**src/rtl/ukf_pkg.sv**
```systemverilog
`timescale 1ns / 1ps
`default_nettype none
// ----------------------------------------------------------------------------
// ukf_pkg: shared types and constants of the unique key queue
// Field widths, action and status codes, and row and per-cell control.
// ----------------------------------------------------------------------------
package ukf_pkg;

   localparam int DEPTH_DEFAULT = 16;

   localparam int KEY_W    = 32;
   localparam int VAL_W    = 32;
   localparam int POS_W    = 5;
   localparam int CNT_W    = 5;
   localparam int ACTION_W = 2;
   localparam int STATUS_W = 2;

   // stream payload widths, padded to whole bytes
   localparam int REQ_DATA_W = 72;
   localparam int RSP_DATA_W = 72;

   typedef enum logic [ACTION_W-1:0] {
      ACT_INSERT = 2'd0,
      ACT_TAKE   = 2'd1,
      ACT_READ   = 2'd2
   } action_type;

   typedef enum logic [STATUS_W-1:0] {
      ST_OK   = 2'd0,
      ST_DUP  = 2'd1,
      ST_FULL = 2'd2,
      ST_NONE = 2'd3
   } status_type;

   // queue-wide command to the row of cells
   typedef struct packed {
      logic insert;
      logic take;
   } row_ctl_type;

   // command to one cell
   typedef struct packed {
      logic load;
      logic shift;
   } cell_ctl_type;

endpackage
`default_nettype wire

```
**src/rtl/ukf_cell.sv**
```systemverilog
`timescale 1ns / 1ps
`default_nettype none
// ----------------------------------------------------------------------------
// ukf_cell: one queue entry
// Holds a key/value pair, loads a new pair, takes its neighbour's pair on a
// take, and matches its key against the incoming key.
// ----------------------------------------------------------------------------
module ukf_cell (
   input  wire                                  clock,
   input  ukf_pkg::cell_ctl_type                ctl,
   input  wire                                  occupied,
   input  wire  signed [ukf_pkg::KEY_W-1:0]     ins_key,
   input  wire  signed [ukf_pkg::VAL_W-1:0]     ins_value,
   input  wire  signed [ukf_pkg::KEY_W-1:0]     nxt_key,
   input  wire  signed [ukf_pkg::VAL_W-1:0]     nxt_value,
   output logic signed [ukf_pkg::KEY_W-1:0]     key,
   output logic signed [ukf_pkg::VAL_W-1:0]     value,
   output logic                                 hit
);

   logic signed [ukf_pkg::KEY_W-1:0] key_ff, key_in;
   logic signed [ukf_pkg::VAL_W-1:0] value_ff, value_in;

   always_comb begin
      key_in   = key_ff;
      value_in = value_ff;
      if (ctl.load) begin
         key_in   = ins_key;
         value_in = ins_value;
      end else if (ctl.shift) begin
         key_in   = nxt_key;
         value_in = nxt_value;
      end
   end

   always_ff @(posedge clock) begin
      key_ff   <= key_in;
      value_ff <= value_in;
   end

   assign key   = key_ff;
   assign value = value_ff;
   assign hit   = occupied && (key_ff == ins_key);

endmodule
`default_nettype wire

```
**src/rtl/ukf_row.sv**
```systemverilog
`timescale 1ns / 1ps
`default_nettype none
// ----------------------------------------------------------------------------
// ukf_row: chain of entry cells
// Cell 0 is the head. A take shifts every cell one place towards the head;
// an insert loads the cell just past the last occupied one.
// ----------------------------------------------------------------------------
module ukf_row #(
   parameter int DEPTH = ukf_pkg::DEPTH_DEFAULT,
   parameter int CW    = $clog2(DEPTH + 1),
   parameter int IW    = $clog2(DEPTH)
) (
   input  wire                                  clock,
   input  ukf_pkg::row_ctl_type                 ctl,
   input  wire         [CW-1:0]                 count,
   input  wire  signed [ukf_pkg::KEY_W-1:0]     ins_key,
   input  wire  signed [ukf_pkg::VAL_W-1:0]     ins_value,
   input  wire         [IW-1:0]                 rd_idx,
   output logic                                 dup,
   output logic signed [ukf_pkg::KEY_W-1:0]     rd_key,
   output logic signed [ukf_pkg::VAL_W-1:0]     rd_value
);

   logic signed [ukf_pkg::KEY_W-1:0] key_arr   [DEPTH];
   logic signed [ukf_pkg::VAL_W-1:0] value_arr [DEPTH];
   logic        [DEPTH-1:0]          hit_vec;

   for (genvar i = 0; i < DEPTH; i++) begin : g_cell
      localparam logic [CW-1:0] IDX = CW'(i);

      ukf_pkg::cell_ctl_type            cctl;
      logic                             occ;
      logic signed [ukf_pkg::KEY_W-1:0] nkey;
      logic signed [ukf_pkg::VAL_W-1:0] nvalue;

      assign cctl.load  = ctl.insert && (count == IDX);
      assign cctl.shift = ctl.take;
      assign occ        = IDX < count;

      if (i < DEPTH - 1) begin : g_mid
         assign nkey   = key_arr[i+1];
         assign nvalue = value_arr[i+1];
      end else begin : g_last
         // last cell falls out of range on a take, its content is dead
         assign nkey   = key_arr[i];
         assign nvalue = value_arr[i];
      end

      ukf_cell u_cell (
         .clock     (clock),
         .ctl       (cctl),
         .occupied  (occ),
         .ins_key   (ins_key),
         .ins_value (ins_value),
         .nxt_key   (nkey),
         .nxt_value (nvalue),
         .key       (key_arr[i]),
         .value     (value_arr[i]),
         .hit       (hit_vec[i])
      );
   end

   assign dup      = |hit_vec;
   assign rd_key   = key_arr[rd_idx];
   assign rd_value = value_arr[rd_idx];

endmodule
`default_nettype wire

```
**src/rtl/unique_key_fifo.sv**
```systemverilog
`timescale 1ns / 1ps
`default_nettype none
// ----------------------------------------------------------------------------
// unique_key_fifo: queue of key/value pairs with unique keys
// Insert at tail (rejects duplicates and overflow), take head, read by
// 1-based position. Every response carries the resulting entry count.
// ----------------------------------------------------------------------------
//  channel | dir | tdata (low bit up)              | tuser
//  req     | in  | key, value, position, pad       | action
//  rsp     | out | out_key, out_value, count, pad  | status
//
//  One request beat per cycle while the response side is not stalled; its
//  response is registered and appears the cycle after the beat. All entries
//  sit in a chain of cells: the duplicate check compares every cell at once,
//  a take shifts the whole chain together. Reset empties the queue at once,
//  with no clearing pass. A response waiting on rsp_tready holds the
//  request side only if it is not taken in the same cycle.
// ----------------------------------------------------------------------------
module unique_key_fifo #(
   parameter int DEPTH = ukf_pkg::DEPTH_DEFAULT
) (
   input  wire                                  clock,
   input  wire                                  reset,
   input  wire                                  req_tvalid,
   output logic                                 req_tready,
   // key[31:0], value[63:32], position[68:64], zero pad
   input  wire  [ukf_pkg::REQ_DATA_W-1:0]       req_tdata,
   // action[1:0]
   input  wire  [ukf_pkg::ACTION_W-1:0]         req_tuser,
   output logic                                 rsp_tvalid,
   input  wire                                  rsp_tready,
   // out_key[31:0], out_value[63:32], count[68:64], zero pad
   output logic [ukf_pkg::RSP_DATA_W-1:0]       rsp_tdata,
   // status[1:0]
   output logic [ukf_pkg::STATUS_W-1:0]         rsp_tuser
);

   localparam int CW = $clog2(DEPTH + 1);
   localparam int IW = $clog2(DEPTH);
   localparam int XW = (CW > ukf_pkg::POS_W) ? CW : ukf_pkg::POS_W;
   localparam int PAD_W = ukf_pkg::RSP_DATA_W - ukf_pkg::KEY_W - ukf_pkg::VAL_W
                          - ukf_pkg::CNT_W;

   logic                                accept;
   ukf_pkg::action_type                 action;
   logic signed [ukf_pkg::KEY_W-1:0]    in_key;
   logic signed [ukf_pkg::VAL_W-1:0]    in_value;
   logic        [ukf_pkg::POS_W-1:0]    in_pos;

   logic        [CW-1:0]                count_ff, count_in;
   logic                                rsp_valid_ff, rsp_valid_in;
   ukf_pkg::status_type                 rsp_status_ff, rsp_status_in;
   logic signed [ukf_pkg::KEY_W-1:0]    rsp_key_ff, rsp_key_in;
   logic signed [ukf_pkg::VAL_W-1:0]    rsp_value_ff, rsp_value_in;
   logic        [ukf_pkg::CNT_W-1:0]    rsp_count_ff, rsp_count_in;

   ukf_pkg::row_ctl_type                row_ctl;
   logic                                dup;
   logic                                full;
   logic                                in_range;
   logic        [XW-1:0]                pos_x, cnt_x, rd_off, cnt_out_x;
   logic        [IW-1:0]                rd_idx;
   logic signed [ukf_pkg::KEY_W-1:0]    rd_key;
   logic signed [ukf_pkg::VAL_W-1:0]    rd_value;

   assign in_key   = req_tdata[31:0];
   assign in_value = req_tdata[63:32];
   assign in_pos   = req_tdata[68:64];
   assign action   = ukf_pkg::action_type'(req_tuser);

   assign req_tready = !reset && (!rsp_valid_ff || rsp_tready);
   assign accept     = req_tvalid && req_tready;

   assign pos_x    = XW'(in_pos);
   assign cnt_x    = XW'(count_ff);
   assign in_range = (pos_x != '0) && (pos_x <= cnt_x);
   assign rd_off   = pos_x - XW'(1);
   assign full     = count_ff == CW'(DEPTH);

   always_comb begin
      row_ctl       = '0;
      count_in      = count_ff;
      rsp_status_in = ukf_pkg::ST_NONE;
      rsp_key_in    = '0;
      rsp_value_in  = '0;
      rd_idx        = rd_off[IW-1:0];
      unique case (action)
         ukf_pkg::ACT_INSERT: begin
            if (dup) begin
               rsp_status_in = ukf_pkg::ST_DUP;
            end else if (full) begin
               rsp_status_in = ukf_pkg::ST_FULL;
            end else begin
               rsp_status_in  = ukf_pkg::ST_OK;
               row_ctl.insert = accept;
               count_in       = count_ff + CW'(1);
            end
         end
         ukf_pkg::ACT_TAKE: begin
            rd_idx = '0;
            if (count_ff != '0) begin
               rsp_status_in = ukf_pkg::ST_OK;
               rsp_key_in    = rd_key;
               rsp_value_in  = rd_value;
               row_ctl.take  = accept;
               count_in      = count_ff - CW'(1);
            end
         end
         ukf_pkg::ACT_READ: begin
            if (in_range) begin
               rsp_status_in = ukf_pkg::ST_OK;
               rsp_key_in    = rd_key;
               rsp_value_in  = rd_value;
            end
         end
         default: begin
         end
      endcase
   end

   assign cnt_out_x    = XW'(count_in);
   assign rsp_count_in = cnt_out_x[ukf_pkg::CNT_W-1:0];
   assign rsp_valid_in = accept || (rsp_valid_ff && !rsp_tready);

   ukf_row #(
      .DEPTH (DEPTH),
      .CW    (CW),
      .IW    (IW)
   ) u_row (
      .clock     (clock),
      .ctl       (row_ctl),
      .count     (count_ff),
      .ins_key   (in_key),
      .ins_value (in_value),
      .rd_idx    (rd_idx),
      .dup       (dup),
      .rd_key    (rd_key),
      .rd_value  (rd_value)
   );

   always_ff @(posedge clock) begin
      if (reset) begin
         count_ff     <= '0;
         rsp_valid_ff <= 1'b0;
      end else begin
         rsp_valid_ff <= rsp_valid_in;
         if (accept) begin
            count_ff <= count_in;
         end
      end
   end

   // response payload, loaded with the beat
   always_ff @(posedge clock) begin
      if (accept) begin
         rsp_status_ff <= rsp_status_in;
         rsp_key_ff    <= rsp_key_in;
         rsp_value_ff  <= rsp_value_in;
         rsp_count_ff  <= rsp_count_in;
      end
   end

   assign rsp_tvalid = rsp_valid_ff;
   assign rsp_tuser  = rsp_status_ff;
   assign rsp_tdata  = {{PAD_W{1'b0}}, rsp_count_ff, rsp_value_ff, rsp_key_ff};

endmodule
`default_nettype wire
```
**config.mk**
```make
export PLATFORM = sky130hd
export DESIGN_NAME = unique_key_fifo
export DESIGN_NICKNAME = d
export VERILOG_FILES = /design/src/rtl/ukf_pkg.sv /design/src/rtl/ukf_cell.sv /design/src/rtl/ukf_row.sv /design/src/rtl/unique_key_fifo.sv
export SDC_FILE = /design/constraint.sdc
export NUM_CORES = 2
export LEC_CHECK = 0
export ABC_AREA = 0
export BUFFER_PORTS_ARGS = -buffer_cell sky130_fd_sc_hd__buf_4
export CAP_MARGIN = 10
export CORE_AREA = 2 2 322 324
export CTS_BUF_LIST = sky130_fd_sc_hd__clkbuf_4
export CTS_CLUSTER_DIAMETER = 100
export CTS_CLUSTER_SIZE = 30
export DETAILED_ROUTE_END_ITERATION = 10
export DIE_AREA = 0 0 324 326
export PLACE_DENSITY = 0.89
export SLEW_MARGIN = 20
export SYNTH_ARGS = -nofsm -noshare
export SYNTH_HDL_FRONTEND = slang
export SYNTH_HIERARCHICAL = 1
export SYNTH_SLANG_ARGS = --single-unit
```
**constraint.sdc**
```tcl
create_clock -name clock -period 5.55 [get_ports clock]
set_input_delay 0.555 -clock clock [delete_from_list [all_inputs] [get_ports clock]]
set_output_delay 0.555 -clock clock [all_outputs]
set_load 0.05 [all_outputs]
```
==> impl_results.md <==
* Status: finished, final reports clean
* CP delay by family, top: simple AND/OR/NAND/NOR gates
* Initial antenna violation count at 9
* Fin crit share at 0.913
* Slew Limit Headroom at 0.268
* Die X at about 320 um
* Buffers inserted by post-CTS timing repair at 0
* Drt drc at 0
* Cts repair resizes at 0
* HP Start: req_tdata[2]
* Die height at ~330 um
* Post-synthesis xor/xnor area fraction at 0.0752
* Primary FF master, synth: edfxtp_1
* GRT Total Usage at 0.281
* Htree depth at 2
* Detailed Place HPWL at a little under 100000 um
* Synth Cell Area at around 60000 um^2
* Share of layout cells above drive strength 1 at 0.426
* Wire per inst at 28.7 um
* Reg-to-Reg Start: cnt_x[1]
* Final Hold Fails at 0
* CP Max Fanout at 33
* Crit start category: register
* Pin count of the biggest net entering global routing at 74
* Clock period minus final worst setup slack at slightly above 5 ns
* Clk_skew at around 0.11 ns
* Post-synthesis cell type count at between 50 and 60
* Mux cell area share after synthesis at 0.289
* Crit path DAT at between 5 and 6 ns
* Post-synth EDFFs at 1095
* Setup TNS at 0 ns
* Root Driver: clkbuf_4
* Global placer's final weighted congestion at around 1
* Combinational family with the most area after synthesis: multiplexers
* Critical Path RT at approximately 6.3 ns
* First-pass GRT wire length at around 220000 um
* RSZ-0062 raised after global routing: no
* DR vias at about 35k
* YS warnings at 6
* Port-buffer cells at roughly 150
* Total Wirelength at 150000 um
* Vias in the first global route at between 30k and 40k
* Critical path cell sequence: or2_2 > a31o_2 > nand3_1 > nor3_2 > nor4_1 > nand4_1 > buf_4 > and2b_1 > and3_1 > or4b_2 > nor2_4 > buf_12 > mux2_2
* Compound-Gate Fraction of Synth Area at 0.0207
* I/O pin cnt at between 150 and 200
* Simple-gate share of the synthesized area at 0.0403
* Crit path from: cnt_x[1]
* Leak at ~0.020 uW
* Slowest cell delay on critical path at around 0.77 ns
* Post-synthesis area per instance at 16.1 um^2
* Endpoints failing setup at 0
* Layout Nets at 3928
* Sequential cell area fraction in the yosys report at 0.550
* Worst Hold Class: primary input to register
* Mapped Cells at around 3.7k
* CP bufs+invs at 2
* Setup CP Type: register to register
* Crit-path slowest cell: or4b_2
* Synth async-reset ratio at 0
* Least-Margin Pin Slew at 1.09 ns
* Final worst slack at around 0.48 ns
* Die area at 106000 um^2
* Clk_lat worst skew at between 1 and 1.5 ns
* Initial Util at 0.585
* Crit path capture type: register
* Area growth, synth to finish at 6.49%
* Adder-Cell Fraction of Synth Area at 0.00250
* Routed Antenna Nets at 0
* Pre-CTS WS at 0.573 ns
* Vias per Instance at about 6.7
* CTS tree: yes
* DRT iter0 DRCs at roughly 3.8k
* Worst vdd ir at 141 uV
* Clock slew at reported path FFs at about 0.30 ns
* Remaining Overflow, GRT at 0
* FP Rows at 118
* Cts hold-fix bufs at 37
* Clock sinks at about 1.1k
* Max cap viols at 0
* Clock tree buffer depth at 3
* Highest Clock Rate at between 150 and 200 MHz
* Initial DRT Pass Iterations at 8
* Yosys reg bits at about 1.1k
* Inserted Clock Buffers at between 40 and 50
* Placeable Area at just over 100000 um^2
* Cell area power density at 216 nW/um^2
* Count of pins over their slew limit at 0
## power breakdown
| group | internal [uW] | switching, uW |
|---|---|---|
| Combinational | 646 | 1010 |
| Sequential | 9140 | 48.8 |
| Clock | 506 | 2430 |
## worst reg2reg max path, delay by kind of cell, from the launching register on
family	cells	cell delay, ns
AOI/OAI and AO/OA	1	0.32
muxes	1	0.40
and+or+nand+nor	9	3.15
DFF	1	0.40
buffers and inverters	2	0.51
## per-layer routing
metal  GRT usage  part of all wire  vias to the layer above
li1            -                 -                    14900
met1       0.370              0.38                    18100
met2       0.469              0.49                     1661
met3      0.0630             0.094                      280
met4      0.0789             0.030                       12
met5           0           0.00048                        -
## kinds of logic after synthesis
kind of cell	after synthesis
AOI/OAI and AO/OA	163
and+or+nand+nor	429
other	1
buffers and inverters	227
xor gates and xnor gates	515
muxes	1282
adders and majority gates	12
DFF	1101
## flip-flops by register name (all words and copies together), names as in the netlist
signal / cells
rsp_key_ff: 32
u_row/g_cell.u_cell/key: 512
rsp_tuser: 2
rsp_count_ff: 5
rsp_value_ff: 32
cnt_x: 5
rsp_tvalid: 1
u_row/g_cell.u_cell/value: 512
## final cells by class
class	instances	area, um^2
diodes	7	17.5
clock buffers	51	383
clock inverters	12	130
fillers	7224	38700
inverters	13	51.3
multi-input cells	2404	25900
flip-flops and latches	1101	33000
well taps	1380	1730
repair buffers	274	2730
## cell usage in the layout, fill, tap and decap left out, types with 20 or more instances in the layout
master         netlist  layout
a22oi_1            128     128
and2_1              66      65
buf_12               0      46
buf_4               89     191
clkbuf_4             0      51
dlygate4sd3_1        0      37
edfxtp_1          1095    1095
mux2_2            1025    1025
mux4_2             256     256
nand2_1             80      80
nand3_1             36      36
nor3_1              20      20
nor4_1             116     116
xor2_1             496     496
## stage by stage
stage | utilization | cells | power, uW | area, um^2 | hold slack [ns]
finish | 0.623 | 5242 | 13800 | 63900 | 0.108
CTS | 0.622 | 5235 | 13800 | 63900 | 0.0323
detailed placement | 0.614 | 5135 | 11000 | 63000 | 0.560
global route | 0.622 | 5237 | 14100 | 63900 | 0.0954
floorplan | - | 3732 | 10300 | 60000 | 0.546
global placement | 0.614 | 5135 | 10900 | 63000 | 0.548
## synth_stat cells (3+ instances only)
cell         n  area, um^2
buf_6       13         146
xor2_1     496        4340
a21oi_1      4        20.0
clkbuf_2     6        30.0
nand4_1     19         119
buf_1       18        67.6
nand2b_1     8        50.1
nor2b_1      5        31.3
inv_1       13        48.8
a21o_1       6        45.0
ha_1        12         150
buf_4       89         668
edfxtp_1  1095       32900
nor3_2      16         160
clkbuf_1    42         158
nand3_1     36         180
nand2_1     80         300
xnor2_1     19         166
and2_1      66         413
a31o_2       3        26.3
buf_2       46         230
or2_2       19         119
mux2_2    1025       11500
dfxtp_1      6         120
nor3_1      20         100
o21ai_0      8        40.0
nor4_1     116         726
a22oi_1    128         961
mux4_2     256        5770
nor2_1      33         124
## path summary, 6_finish.rpt
kind,end,depth (start not counted),slack [ns]
worst max-delay path,u_row/g_cell[2].u_cell/key[12],13,0.48
worst min-delay path,u_row/g_cell[15].u_cell/key[2],2,0.11
worst max register to register,u_row/g_cell[2].u_cell/key[12],13,0.48
worst min register to register,u_row/g_cell[13].u_cell/value[28],1,0.59
Note: power is estimated with default switching activity, not from simulation.
